[config.mk]
export PLATFORM = sky130hd
export DESIGN_NAME = stepper_move_sequencer_core
export DESIGN_NICKNAME = d
export VERILOG_FILES = /design/src/rtl/core/smseq_pkg.sv /design/src/rtl/core/smseq_phase.sv /design/src/rtl/core/smseq_ctrl.sv /design/src/rtl/core/smseq_outbuf.sv /design/src/rtl/core/stepper_move_sequencer_core.sv
export SDC_FILE = /design/constraint.sdc
export NUM_CORES = 1
export LEC_CHECK = 0
export BUFFER_PORTS_ARGS = -buffer_cell sky130_fd_sc_hd__buf_4
export CAP_MARGIN = 30
export CORE_ASPECT_RATIO = 1.5
export CORE_MARGIN = 5
export CORE_UTILIZATION = 55
export DETAILED_ROUTE_END_ITERATION = 8
export HOLD_SLACK_MARGIN = 0.06
export PLACE_DENSITY = 0.74
export SLEW_MARGIN = 25
export SYNTH_ARGS = -nofsm -noshare
export SYNTH_HDL_FRONTEND = slang
export SYNTH_HIERARCHICAL = 1
export SYNTH_SLANG_ARGS = --single-unit
[constraint.sdc]
create_clock -name clk -period 18.6 [get_ports clk]
set_clock_uncertainty 0.2 [all_clocks]
set_input_delay 0 -clock clk [delete_from_list [all_inputs] [get_ports clk]]
set_output_delay 0 -clock clk [all_outputs]
set_load 0.005 [all_outputs]
[src/rtl/core/smseq_pkg.sv]
`timescale 1ns / 1ps
// ----------------------------------------------------------------------------
// smseq_pkg
// Shared types, command codes and coil tables of the stepper move sequencer.
// ----------------------------------------------------------------------------
package smseq_pkg;

	localparam logic [1:0] CMD_MOVE = 2'd0;
	localparam logic [1:0] CMD_TICK = 2'd1;
	localparam logic [1:0] CMD_STEP = 2'd2;

	// Reciprocal of 360 for the angle-to-steps conversion:
	// floor(x/360) == (x*RECIP_M) >> RECIP_S for every x below 381300.
	localparam int unsigned RECIP_M = 372828;
	localparam int unsigned RECIP_S = 27;

	localparam logic [8:0] STEPS_SAT = 9'd511;

	typedef struct packed {
		logic [3:0] coil_pattern;
		logic       stepped;
		logic       busy;
		logic       done;
		logic       rejected;
	} res_t;

	typedef struct packed {
		logic [2:0] idx;
		logic [3:0] coil;
	} phase_t;

	function automatic logic [3:0] full_coil(input logic [1:0] i);
		logic [3:0] c;
		case (i)
			2'd0: c = 4'h1;
			2'd1: c = 4'h2;
			2'd2: c = 4'h4;
			default: c = 4'h8;
		endcase
		return c;
	endfunction

	function automatic logic [3:0] half_coil(input logic [2:0] i);
		logic [3:0] c;
		case (i)
			3'd0: c = 4'h9;
			3'd1: c = 4'h1;
			3'd2: c = 4'h3;
			3'd3: c = 4'h2;
			3'd4: c = 4'h6;
			3'd5: c = 4'h4;
			3'd6: c = 4'hC;
			default: c = 4'h8;
		endcase
		return c;
	endfunction

endpackage

[src/rtl/core/smseq_phase.sv]
`timescale 1ns / 1ps
// ----------------------------------------------------------------------------
// smseq_phase
// Next phase index and coil pattern for one step in either mode.
// ----------------------------------------------------------------------------
module smseq_phase (
	input  logic [2:0]        idx,
	input  logic              dir,
	input  logic              half,
	output smseq_pkg::phase_t nxt
);
	import smseq_pkg::*;

	logic [2:0] idx_n;

	always_comb begin
		if (half) begin
			idx_n = dir ? (idx + 3'd1) : (idx - 3'd1);
			nxt.coil = half_coil(idx_n);
		end else begin
			// full mode: out-of-table indexes snap back into 0..3
			if (dir)
				idx_n = (idx >= 3'd3) ? 3'd0 : idx + 3'd1;
			else
				idx_n = (idx == 3'd0 || idx > 3'd4) ? 3'd3 : idx - 3'd1;
			nxt.coil = full_coil(idx_n[1:0]);
		end
		nxt.idx = idx_n;
	end

endmodule

[src/rtl/core/smseq_ctrl.sv]
`timescale 1ns / 1ps
// ----------------------------------------------------------------------------
// smseq_ctrl
// Input register, move/step/tick state and per-item result.
// ----------------------------------------------------------------------------
module smseq_ctrl #(
	parameter int STEPS_PER_REV = 200
) (
	input  logic              clk,
	input  logic              arst_n,
	input  logic              in_valid,
	output logic              in_ready,
	input  logic [1:0]        cmd,
	input  logic              direction,
	input  logic              half_mode,
	input  logic [7:0]        degrees,
	input  logic [7:0]        delay_ms,
	input  logic              push_ok,
	output logic              push,
	output smseq_pkg::res_t   res
);
	import smseq_pkg::*;

	localparam logic [31:0] K_FULL = 32'(STEPS_PER_REV * RECIP_M);
	localparam logic [31:0] K_HALF = 32'(2 * STEPS_PER_REV * RECIP_M);

	// input stage
	logic       valid_s1;
	logic [1:0] cmd_s1;
	logic       dir_s1, half_s1;
	logic [7:0] deg_s1, dly_s1;

	// block state
	logic [2:0] phase_q;
	logic [3:0] coil_q;
	logic [8:0] steps_q;
	logic [7:0] wait_q;
	logic       active_q;
	logic       sdir_q, shalf_q;
	logic [7:0] sdly_q;

	logic       take;
	logic [39:0] prod;
	logic [12:0] total;
	logic [8:0]  steps_init;

	logic        st_dir, st_half, do_step;
	phase_t      nxt;

	logic [2:0] phase_d;
	logic [3:0] coil_d;
	logic [8:0] steps_d;
	logic [7:0] wait_d;
	logic       active_d, sdir_d, shalf_d;
	logic [7:0] sdly_d;
	logic       stepped_d, done_d, rej_d;

	assign push     = valid_s1 && push_ok;
	assign in_ready = !valid_s1 || push_ok;
	assign take     = in_valid && in_ready;

	always_ff @(posedge clk or negedge arst_n) begin
		if (!arst_n)
			valid_s1 <= 1'b0;
		else if (in_ready)
			valid_s1 <= in_valid;
	end

	always_ff @(posedge clk) begin
		if (take) begin
			cmd_s1  <= cmd;
			dir_s1  <= direction;
			half_s1 <= half_mode;
			deg_s1  <= degrees;
			dly_s1  <= delay_ms;
		end
	end

	// steps = floor(deg * steps_per_rev * (1|2) / 360)
	assign prod  = {32'd0, deg_s1} * {8'd0, (half_s1 ? K_HALF : K_FULL)};
	assign total = prod[RECIP_S +: 13];
	assign steps_init = (total > 13'd512) ? STEPS_SAT : 9'(total - 13'd1);

	assign st_dir  = (cmd_s1 == CMD_TICK) ? sdir_q  : dir_s1;
	assign st_half = (cmd_s1 == CMD_TICK) ? shalf_q : half_s1;

	smseq_phase u_phase (
		.idx  (phase_q),
		.dir  (st_dir),
		.half (st_half),
		.nxt  (nxt)
	);

	always_comb begin
		steps_d   = steps_q;
		wait_d    = wait_q;
		active_d  = active_q;
		sdir_d    = sdir_q;
		shalf_d   = shalf_q;
		sdly_d    = sdly_q;
		do_step   = 1'b0;
		done_d    = 1'b0;
		rej_d     = 1'b0;
		case (cmd_s1)
			CMD_MOVE: begin
				if (active_q) begin
					rej_d = 1'b1;
				end else if (total == 13'd0) begin
					done_d = 1'b1;
				end else begin
					sdir_d   = dir_s1;
					shalf_d  = half_s1;
					sdly_d   = dly_s1;
					do_step  = 1'b1;
					steps_d  = steps_init;
					wait_d   = dly_s1;
					active_d = 1'b1;
				end
			end
			CMD_TICK: begin
				if (active_q) begin
					if (wait_q > 8'd1) begin
						wait_d = wait_q - 8'd1;
					end else if (steps_q != 9'd0) begin
						do_step = 1'b1;
						steps_d = steps_q - 9'd1;
						wait_d  = sdly_q;
					end else begin
						wait_d   = 8'd0;
						active_d = 1'b0;
						done_d   = 1'b1;
					end
				end
			end
			CMD_STEP: begin
				if (active_q)
					rej_d = 1'b1;
				else
					do_step = 1'b1;
			end
			default: ;
		endcase
		phase_d   = do_step ? nxt.idx  : phase_q;
		coil_d    = do_step ? nxt.coil : coil_q;
		stepped_d = do_step;
	end

	always_ff @(posedge clk or negedge arst_n) begin
		if (!arst_n) begin
			phase_q  <= 3'd0;
			coil_q   <= 4'd0;
			steps_q  <= 9'd0;
			wait_q   <= 8'd0;
			active_q <= 1'b0;
			sdir_q   <= 1'b0;
			shalf_q  <= 1'b0;
			sdly_q   <= 8'd0;
		end else if (push) begin
			phase_q  <= phase_d;
			coil_q   <= coil_d;
			steps_q  <= steps_d;
			wait_q   <= wait_d;
			active_q <= active_d;
			sdir_q   <= sdir_d;
			shalf_q  <= shalf_d;
			sdly_q   <= sdly_d;
		end
	end

	assign res.coil_pattern = coil_d;
	assign res.stepped      = stepped_d;
	assign res.busy         = active_d;
	assign res.done         = done_d;
	assign res.rejected     = rej_d;

endmodule

[src/rtl/core/smseq_outbuf.sv]
`timescale 1ns / 1ps
// ----------------------------------------------------------------------------
// smseq_outbuf
// Result register with one skid entry behind it.
// ----------------------------------------------------------------------------
module smseq_outbuf (
	input  logic            clk,
	input  logic            arst_n,
	input  logic            push,
	input  smseq_pkg::res_t res_in,
	output logic            push_ok,
	output logic            out_valid,
	input  logic            out_ready,
	output smseq_pkg::res_t res_out
);
	import smseq_pkg::*;

	logic out_valid_q, skid_valid_q;
	res_t out_q, skid_q;
	logic pop;

	assign pop       = out_valid_q && out_ready;
	assign push_ok   = !skid_valid_q;
	assign out_valid = out_valid_q;
	assign res_out   = out_q;

	always_ff @(posedge clk or negedge arst_n) begin
		if (!arst_n) begin
			out_valid_q  <= 1'b0;
			skid_valid_q <= 1'b0;
		end else if (!out_valid_q || pop) begin
			if (skid_valid_q) begin
				skid_valid_q <= 1'b0;
			end else begin
				out_valid_q <= push;
			end
		end else if (push) begin
			skid_valid_q <= 1'b1;
		end
	end

	always_ff @(posedge clk) begin
		if (!out_valid_q || pop) begin
			if (skid_valid_q)
				out_q <= skid_q;
			else if (push)
				out_q <= res_in;
		end else if (push) begin
			skid_q <= res_in;
		end
	end

endmodule

[src/rtl/core/stepper_move_sequencer_core.sv]
`timescale 1ns / 1ps
// ----------------------------------------------------------------------------
// stepper_move_sequencer_core
// Four-coil stepper sequencer: single steps, timed moves, full/half step.
// ----------------------------------------------------------------------------
//
//  channel | handshake            | payload
//  --------+----------------------+---------------------------------------------
//  input   | in_valid / in_ready  | cmd, direction, half_mode, degrees, delay_ms
//  output  | out_valid/ out_ready | coil_pattern, stepped, busy_res, move_done,
//          |                      | rejected
//
//  One transaction in, one transaction out. Throughput is one item per cycle
//  while out_ready stays high. Each item passes the input register, then the
//  state update that loads the result register. That update, including the
//  degrees-to-steps multiply by a reciprocal of 360, is one pass between them.
//  Reset (arst_n low) clears phase, coils, move counters and all valid flags.
//  When out_ready stalls, the skid entry keeps in_ready high for one more
//  transaction; after that the input side holds until the result is taken.
//
module stepper_move_sequencer_core #(
	parameter int STEPS_PER_REV = 200
) (
	input  logic       clk,
	input  logic       arst_n,
	input  logic       in_valid,
	output logic       in_ready,
	input  logic [1:0] cmd,
	input  logic       direction,
	input  logic       half_mode,
	input  logic [7:0] degrees,
	input  logic [7:0] delay_ms,
	output logic       out_valid,
	input  logic       out_ready,
	output logic [3:0] coil_pattern,
	output logic       stepped,
	output logic       busy_res,
	output logic       move_done,
	output logic       rejected
);
	import smseq_pkg::*;

	logic push, push_ok;
	res_t res_new, res_cur;

	// command decode, state registers and the per-item result
	smseq_ctrl #(
		.STEPS_PER_REV (STEPS_PER_REV)
	) u_ctrl (
		.clk       (clk),
		.arst_n    (arst_n),
		.in_valid  (in_valid),
		.in_ready  (in_ready),
		.cmd       (cmd),
		.direction (direction),
		.half_mode (half_mode),
		.degrees   (degrees),
		.delay_ms  (delay_ms),
		.push_ok   (push_ok),
		.push      (push),
		.res       (res_new)
	);

	// result register plus skid so a stalled consumer does not stop intake at once
	smseq_outbuf u_outbuf (
		.clk       (clk),
		.arst_n    (arst_n),
		.push      (push),
		.res_in    (res_new),
		.push_ok   (push_ok),
		.out_valid (out_valid),
		.out_ready (out_ready),
		.res_out   (res_cur)
	);

	assign coil_pattern = res_cur.coil_pattern;
	assign stepped      = res_cur.stepped;
	assign busy_res     = res_cur.busy;
	assign move_done    = res_cur.done;
	assign rejected     = res_cur.rejected;

endmodule
== Word-level counts from Yosys, hierarchy flattened ==
Cells that the tools add are included.

* Bits in registers: 74
* Word-level logic and storage cells: 130
* Input port bits: 24
* Output and inout port bits: 10

* Add/subtract/negate cells: 5
* Bitwise logic cells: 4
* Equality and inequality tests: 15
* Reductions and logical operators: 26
* $lt $le $gt $ge: 4
* Multiplexer cells: 49
* $mul: 1

{| class="wikitable"
|+ Operators by type and width
! kind !! count
|-
| 2-to-1 mux 8 bit || 7
|-
| 2-to-1 mux 9 bit || 6
|-
| multiplier 8 x 28 -> 36 bit || 1
|-
| 2-to-1 mux 28 bit || 1
|-
| one-hot mux 4 bit (7 select lines) || 1
|-
| 2-to-1 mux 1 bit || 20
|-
| 2-to-1 mux 3 bit || 6
|-
| one-hot mux 9 bit (2 select lines) || 1
|-
| subtractor 9 x 1 -> 9 bit, second input constant || 2
|-
| one-hot mux 8 bit (2 select lines) || 1
|-
| greater-than comparator 13 x 10 -> 1 bit, second input constant || 1
|-
| zero test 13 bit || 1
|-
| one-hot mux 4 bit (3 select lines) || 1
|-
| equality test 3 bit, second input constant || 3
|-
| nonzero test 9 bit || 1
|-
| greater-than comparator 8 x 1 -> 1 bit, second input constant || 1
|-
| 2-to-1 mux 4 bit || 2
|-
| inequality test 2 bit, second input constant || 4
|-
| AND reduction 2 bit || 4
|-
| subtractor 8 x 1 -> 8 bit, second input constant || 1
|-
| AND reduction 7 bit || 1
|-
| equality test 3 x 2 -> 1 bit, second input constant || 2
|-
| zero test 3 bit || 2
|-
| nonzero test 2 bit || 3
|-
| other kinds (18) || 31
|}

== Longest topological paths before layout ==
* Depth after elaboration: 11
* Mapped depth: 25

== Cells and area by module ==
The synthesis kept the hierarchy.

{| class="wikitable"
|+ By module, submodules not included
! module !! cells an instance !! area each (µm²) !! times used
|-
| smseq_ctrl || 633 || 5990.7 || 1
|-
| smseq_outbuf || 35 || 716.9 || 1
|-
| smseq_phase || 42 || 307.8 || 1
|}

== Worst setup path before layout ==
Ideal clock, no wire load.

* Path type: register -> register
* From: register u_ctrl.half_s1
* To: register u_outbuf.out_q, in the netlist u_outbuf/res_out[4] (data pin)
* Arrival time: 5.727 ns
* Clock period less this slack: 6.188 ns
* Setup slack: 12.412 ns
* Cell stages (with the launch flop): 21
* Path through: edfxtp_1 -> clkbuf_1 -> nand2b_1 -> fa_1 -> inv_1 -> fa_1 -> fa_1 -> fa_1 -> ha_1 -> clkbuf_1 -> nand2_1 -> nor4_1 -> nand3_1 -> and4_1 -> xnor2_1 -> o21ba_2 -> nand2_2 -> o41ai_4 -> nand2_2 -> mux2_1 -> mux2_4

{| class="wikitable"
|+ RTL lines
! element !! line !! RTL
|-
| start, declared || smseq_ctrl.sv:30 || <nowiki>logic dir_s1, half_s1;</nowiki>
|-
| start signal, assigned || smseq_ctrl.sv:73 || <nowiki>half_s1 <= half_mode;</nowiki>
|-
| end signal, assigned || smseq_outbuf.sv:45 || <nowiki>out_q <= skid_q;</nowiki>
|-
| end signal, assigned || smseq_outbuf.sv:47 || <nowiki>out_q <= res_in;</nowiki>
|-
| end, declared || smseq_outbuf.sv:19 || <nowiki>res_t out_q, skid_q;</nowiki>
|}

== Worst setup path in the final report ==
* From: register u_ctrl.half_s1
* To: register u_ctrl.steps_q[5]

* Word-level cells in the longest chain between the ends: 7
* Elaborated cells between the ends (all ways): 11

{| class="wikitable"
|+ Ends and longest elaborated chain
! element !! line !! RTL
|-
| 2-to-1 mux 28 bit (*) || smseq_ctrl.sv:80 || <nowiki>assign prod = {32'd0, deg_s1} * {8'd0, (half_s1 ? K_HALF : K_FULL)};</nowiki>
|-
| multiplier 8 x 28 -> 36 bit (*) || smseq_ctrl.sv:80 ||
|-
| greater-than comparator 13 x 10 -> 1 bit / subtractor 9 x 1 -> 9 bit (equally long branches) || smseq_ctrl.sv:82 || <nowiki>assign steps_init = (total > 13'd512) ? STEPS_SAT : 9'(total - 13'd1);</nowiki>
|-
| 2-to-1 mux 9 bit || smseq_ctrl.sv:82 ||
|-
| 2-to-1 mux 9 bit || smseq_ctrl.sv:108 || <nowiki>end else if (total == 13'd0) begin</nowiki>
|-
| 2-to-1 mux 9 bit || smseq_ctrl.sv:106 || <nowiki>if (active_q) begin</nowiki>
|-
| one-hot mux 9 bit (2 select lines) || smseq_ctrl.sv:104 || <nowiki>case (cmd_s1)</nowiki>
|-
| end signal, assigned || smseq_ctrl.sv:161 || <nowiki>steps_q <= steps_d;</nowiki>
|-
| end, declared || smseq_ctrl.sv:36 || <nowiki>logic [8:0] steps_q;</nowiki>
|}

Mark *: on every way between the ends. The rest lies on a longest branch, timed or not. The select of a mux whose other input is x is not followed.
A chain may end at the register's enable or synchronous reset.

==> impl_metrics.toml <==
[floorplan]
start_util = 0.5607
core_um2 = 12510
ioPinCount = 34
die_area_um2 = 15160
dieHeight_um = 148.3
std_cell_rows = 50
die_w_um = 102.2

[cells_and_area]
design_area_um2 = 7903
nFillCells = 1044
nets = 901
drive_above_1_share = 0.1371
diodes = 0
area_growth_pct = 12.64

[synth]
synth_top_area_share = 0.1598
synth_flop_cell = "dfrtp_1"
netlist_top_cells_count = "inv_1, ha_1, fa_1"
synth_edf_count = 36
synth-seq-area-share = 0.2896
synth.most_common_cell = "inv_1"
synth_warnings = 6
ys_ff_latch = 74
ys_top_cells_by_area = "fa_1, edfxtp_1, dfrtp_1, ha_1, inv_1"
syn_area_um2 = 7015
syn_avg_cell_area_um2 = 9.881
ys_async_sr_fraction = 0.5135
synth_cells = 710
synth_area_leader_cell = "fa_1"
ys_types = 86

[critical_path]
path_class = "reg2reg"
cp_max_fo = 24
crit_path_start_kind = "register"
worstSetupEndpointType = "register"
crit_family = "adder cells"
cp.required_ns = 18.64
worst-path-buf-inv = 4
critPathArrivalTime_ns = 7.06
crit_slowest_cell = "o21a_1"
crit_chain = "nand2b_1 -> fa_1 -> inv_1 -> fa_1 -> inv_1 -> fa_1 -> inv_1 -> fa_1 -> ha_1 -> nand3_2 -> nor3_2 -> a32oi_2 -> nor4bb_1 -> a2111oi_0 -> inv_1 -> ha_1 -> a21boi_2 -> nand3_2 -> o21a_1 -> a21boi_0 -> a2bb2oi_1"
cpPeakStageDelay_ns = 0.65

[drt]
first_pass_iters = 5
drc = 0
wirelength_mm = 15.70
first_iter_violations = 230
vias = 5311
routedWlPerCell_um = 17.03
ant_nets = 0
via_per_inst = 5.760

[clocking]
cts_max_level = 3
cts_buffer_depth = 2
numCtsBuffers = 9
worstSkewPairLatency_ns = 0.33
tritoncts = "built"
path_clk_slew_ns = 0.06
clockRootBuffer = "clkbuf_16"
cts.sinks = 74

[sta]
finalSetupViolations = 0
final-hold-violation-count = 0
period_minus_slack_ns = 7.019
rsz0062_at_grt = "false"
hold_slack_ns = 0.1829
slew_headroom = 0.3532
tightest_slew_ns = 0.9702
drv_slew = 0
fin_tns_setup_ns = 0
fin_ws_ns = 11.58
final.period_utilization = 0.3774
fmax_ghz = 0.1425

[power_and_ir_drop]
power.switching_mw = 0.6144
powerDensity_nw_per_um2 = 164.3
vdd_ir_drop_max_v = 0.0001278
comb_power_share = 0.671
power_mw = 1.298
p_int_mw = 0.6840
leakagePower_nw = 3.551
power_frac_clock = 0.119
power_frac_seq = 0.210
p_sw_frac = 0.4732

[flow_run]
max_cap_viol_count = 0

[placed_design]
place.port_buffers = 33
gp_congestion = 0.8823
placed_area_um2 = 7372
pre_cts_ws_ns = 11.57
post-dp-hpwl_mm = 12.74

[min_path]
hp-class = "in2reg"

[grt]
grt_use_total = 0.2194
grt_pass1_wl_mm = 26.45
grt_pass1_vias = 5647
antenna_found_initial = 0
grt-ovfl-total = 0
grt_max_degree = 39

[outcome]
status = "complete, no violations"
## routing by layer
metal	GRT usage	wire, um	part of all wire
met1	0.2407	5781	0.37
met2	0.4128	8940	0.57
met3	0.02722	414	0.026
met4	0.09389	568	0.036
met5	0	0	0
## flip-flops by register name (all words and copies together), names as in the netlist, 3 cells and up
register / flops
u_ctrl/coil_q: 4
u_ctrl/deg_s1: 8
u_ctrl/dly_s1: 8
u_ctrl/phase_q: 3
u_ctrl/sdly_q: 8
u_ctrl/steps_q: 9
u_ctrl/wait_q: 8
u_outbuf/res_out: 8
u_outbuf/skid_q: 8
## worst min-delay path, stage by stage
cell           delay [ns]
dlygate4sd3_1        0.52
buf_4                0.12
nor3b_2              0.04
## layout by cell type (no fill, tap or decap), types with 3 or more instances in the layout
master / instances
xor2_1: 3
dfrtp_1: 38
mux2_1: 10
or3_1: 3
nor4_1: 5
buf_4: 36
nand3_1: 14
mux2_2: 12
nand2_1: 51
and4_1: 4
a21oi_2: 3
o21a_1: 6
a21boi_0: 5
o211ai_1: 21
o21ai_0: 40
ha_1: 60
nand4_1: 7
dlygate4sd3_1: 24
a21oi_1: 38
a21o_1: 3
mux2_4: 8
nor2b_1: 3
and2_1: 8
conb_1: 4
a211oi_1: 3
nor3_1: 8
nand2b_1: 10
clkbuf_16: 9
fa_1: 56
inv_1: 123
a2bb2oi_1: 3
edfxtp_1: 36
xnor2_1: 12
clkinv_2: 4
o22ai_1: 4
nor2_1: 24
## per-stage QoR
stage          std cells    util
4_1_cts              922  0.6316
6_report             922  0.6316
5_1_grt              922  0.6316
3_5_place_dp         881  0.5892
3_3_place_gp         881  0.5892
2_1_floorplan        713       -
## power by group through the flow
| stage | clock network (mW) | logic, mW | registers, mW |
|---|---|---|---|
| final | 0.155 | 0.871 | 0.272 |
| after floorplan | 0 | 0.669 | 0.258 |
| after global routing | 0.166 | 0.978 | 0.280 |
| after CTS | 0.159 | 0.871 | 0.271 |
| after detailed placement | 0 | 0.860 | 0.274 |
| after global placement | 0 | 0.839 | 0.271 |
## what timing repair did
item                      CTS  global route
buffers inserted            0             0
resized for setup           0             0
hold buffers               25             0
hold endpoints to repair   61             0
## final cells by class
class	instances	area [um^2]	area share
clock buffers	9	225.2	0.02850
inverters	124	467.9	0.05921
multi-input cells	491	4407	0.5576
flip-flops and latches	74	2032	0.2571
repair buffers	61	530.5	0.06713
well taps	156	195.2	0.02470
clock inverters	7	45.04	0.005700
## worst paths after layout
| path | start | endpoint | slack [ns] | depth (start not counted) |
|---|---|---|---|---|
| max | u_ctrl/half_s1 | u_ctrl/steps_q[5] | 11.58 | 21 |
| min | out_ready | u_outbuf/skid_valid_q | 0.18 | 3 |
| max reg2reg | u_ctrl/half_s1 | u_ctrl/steps_q[5] | 11.58 | 21 |
| min in group asynchronous | arst_n | u_ctrl/shalf_q | 0.52 | 4 |
| min reg2reg | u_ctrl/coil_q[1] | u_ctrl/coil_q[1] | 0.28 | 1 |
| max in group asynchronous | arst_n | u_ctrl/steps_q[2] | 17.49 | 4 |
## cells by family after synthesis
| kind of cell | Yosys count | share of synthesized area |
|---|---|---|
| xor+xnor | 18 | 0.02568 |
| fa+ha+maj | 116 | 0.2668 |
| buf+inv | 148 | 0.08418 |
| mux | 31 | 0.05386 |
| flops | 74 | 0.2896 |
| compound gates | 159 | 0.1525 |
| simple gates | 163 | 0.1268 |
| other cells | 1 | 0.0005345 |
Power figures use the tool's default switching activity.
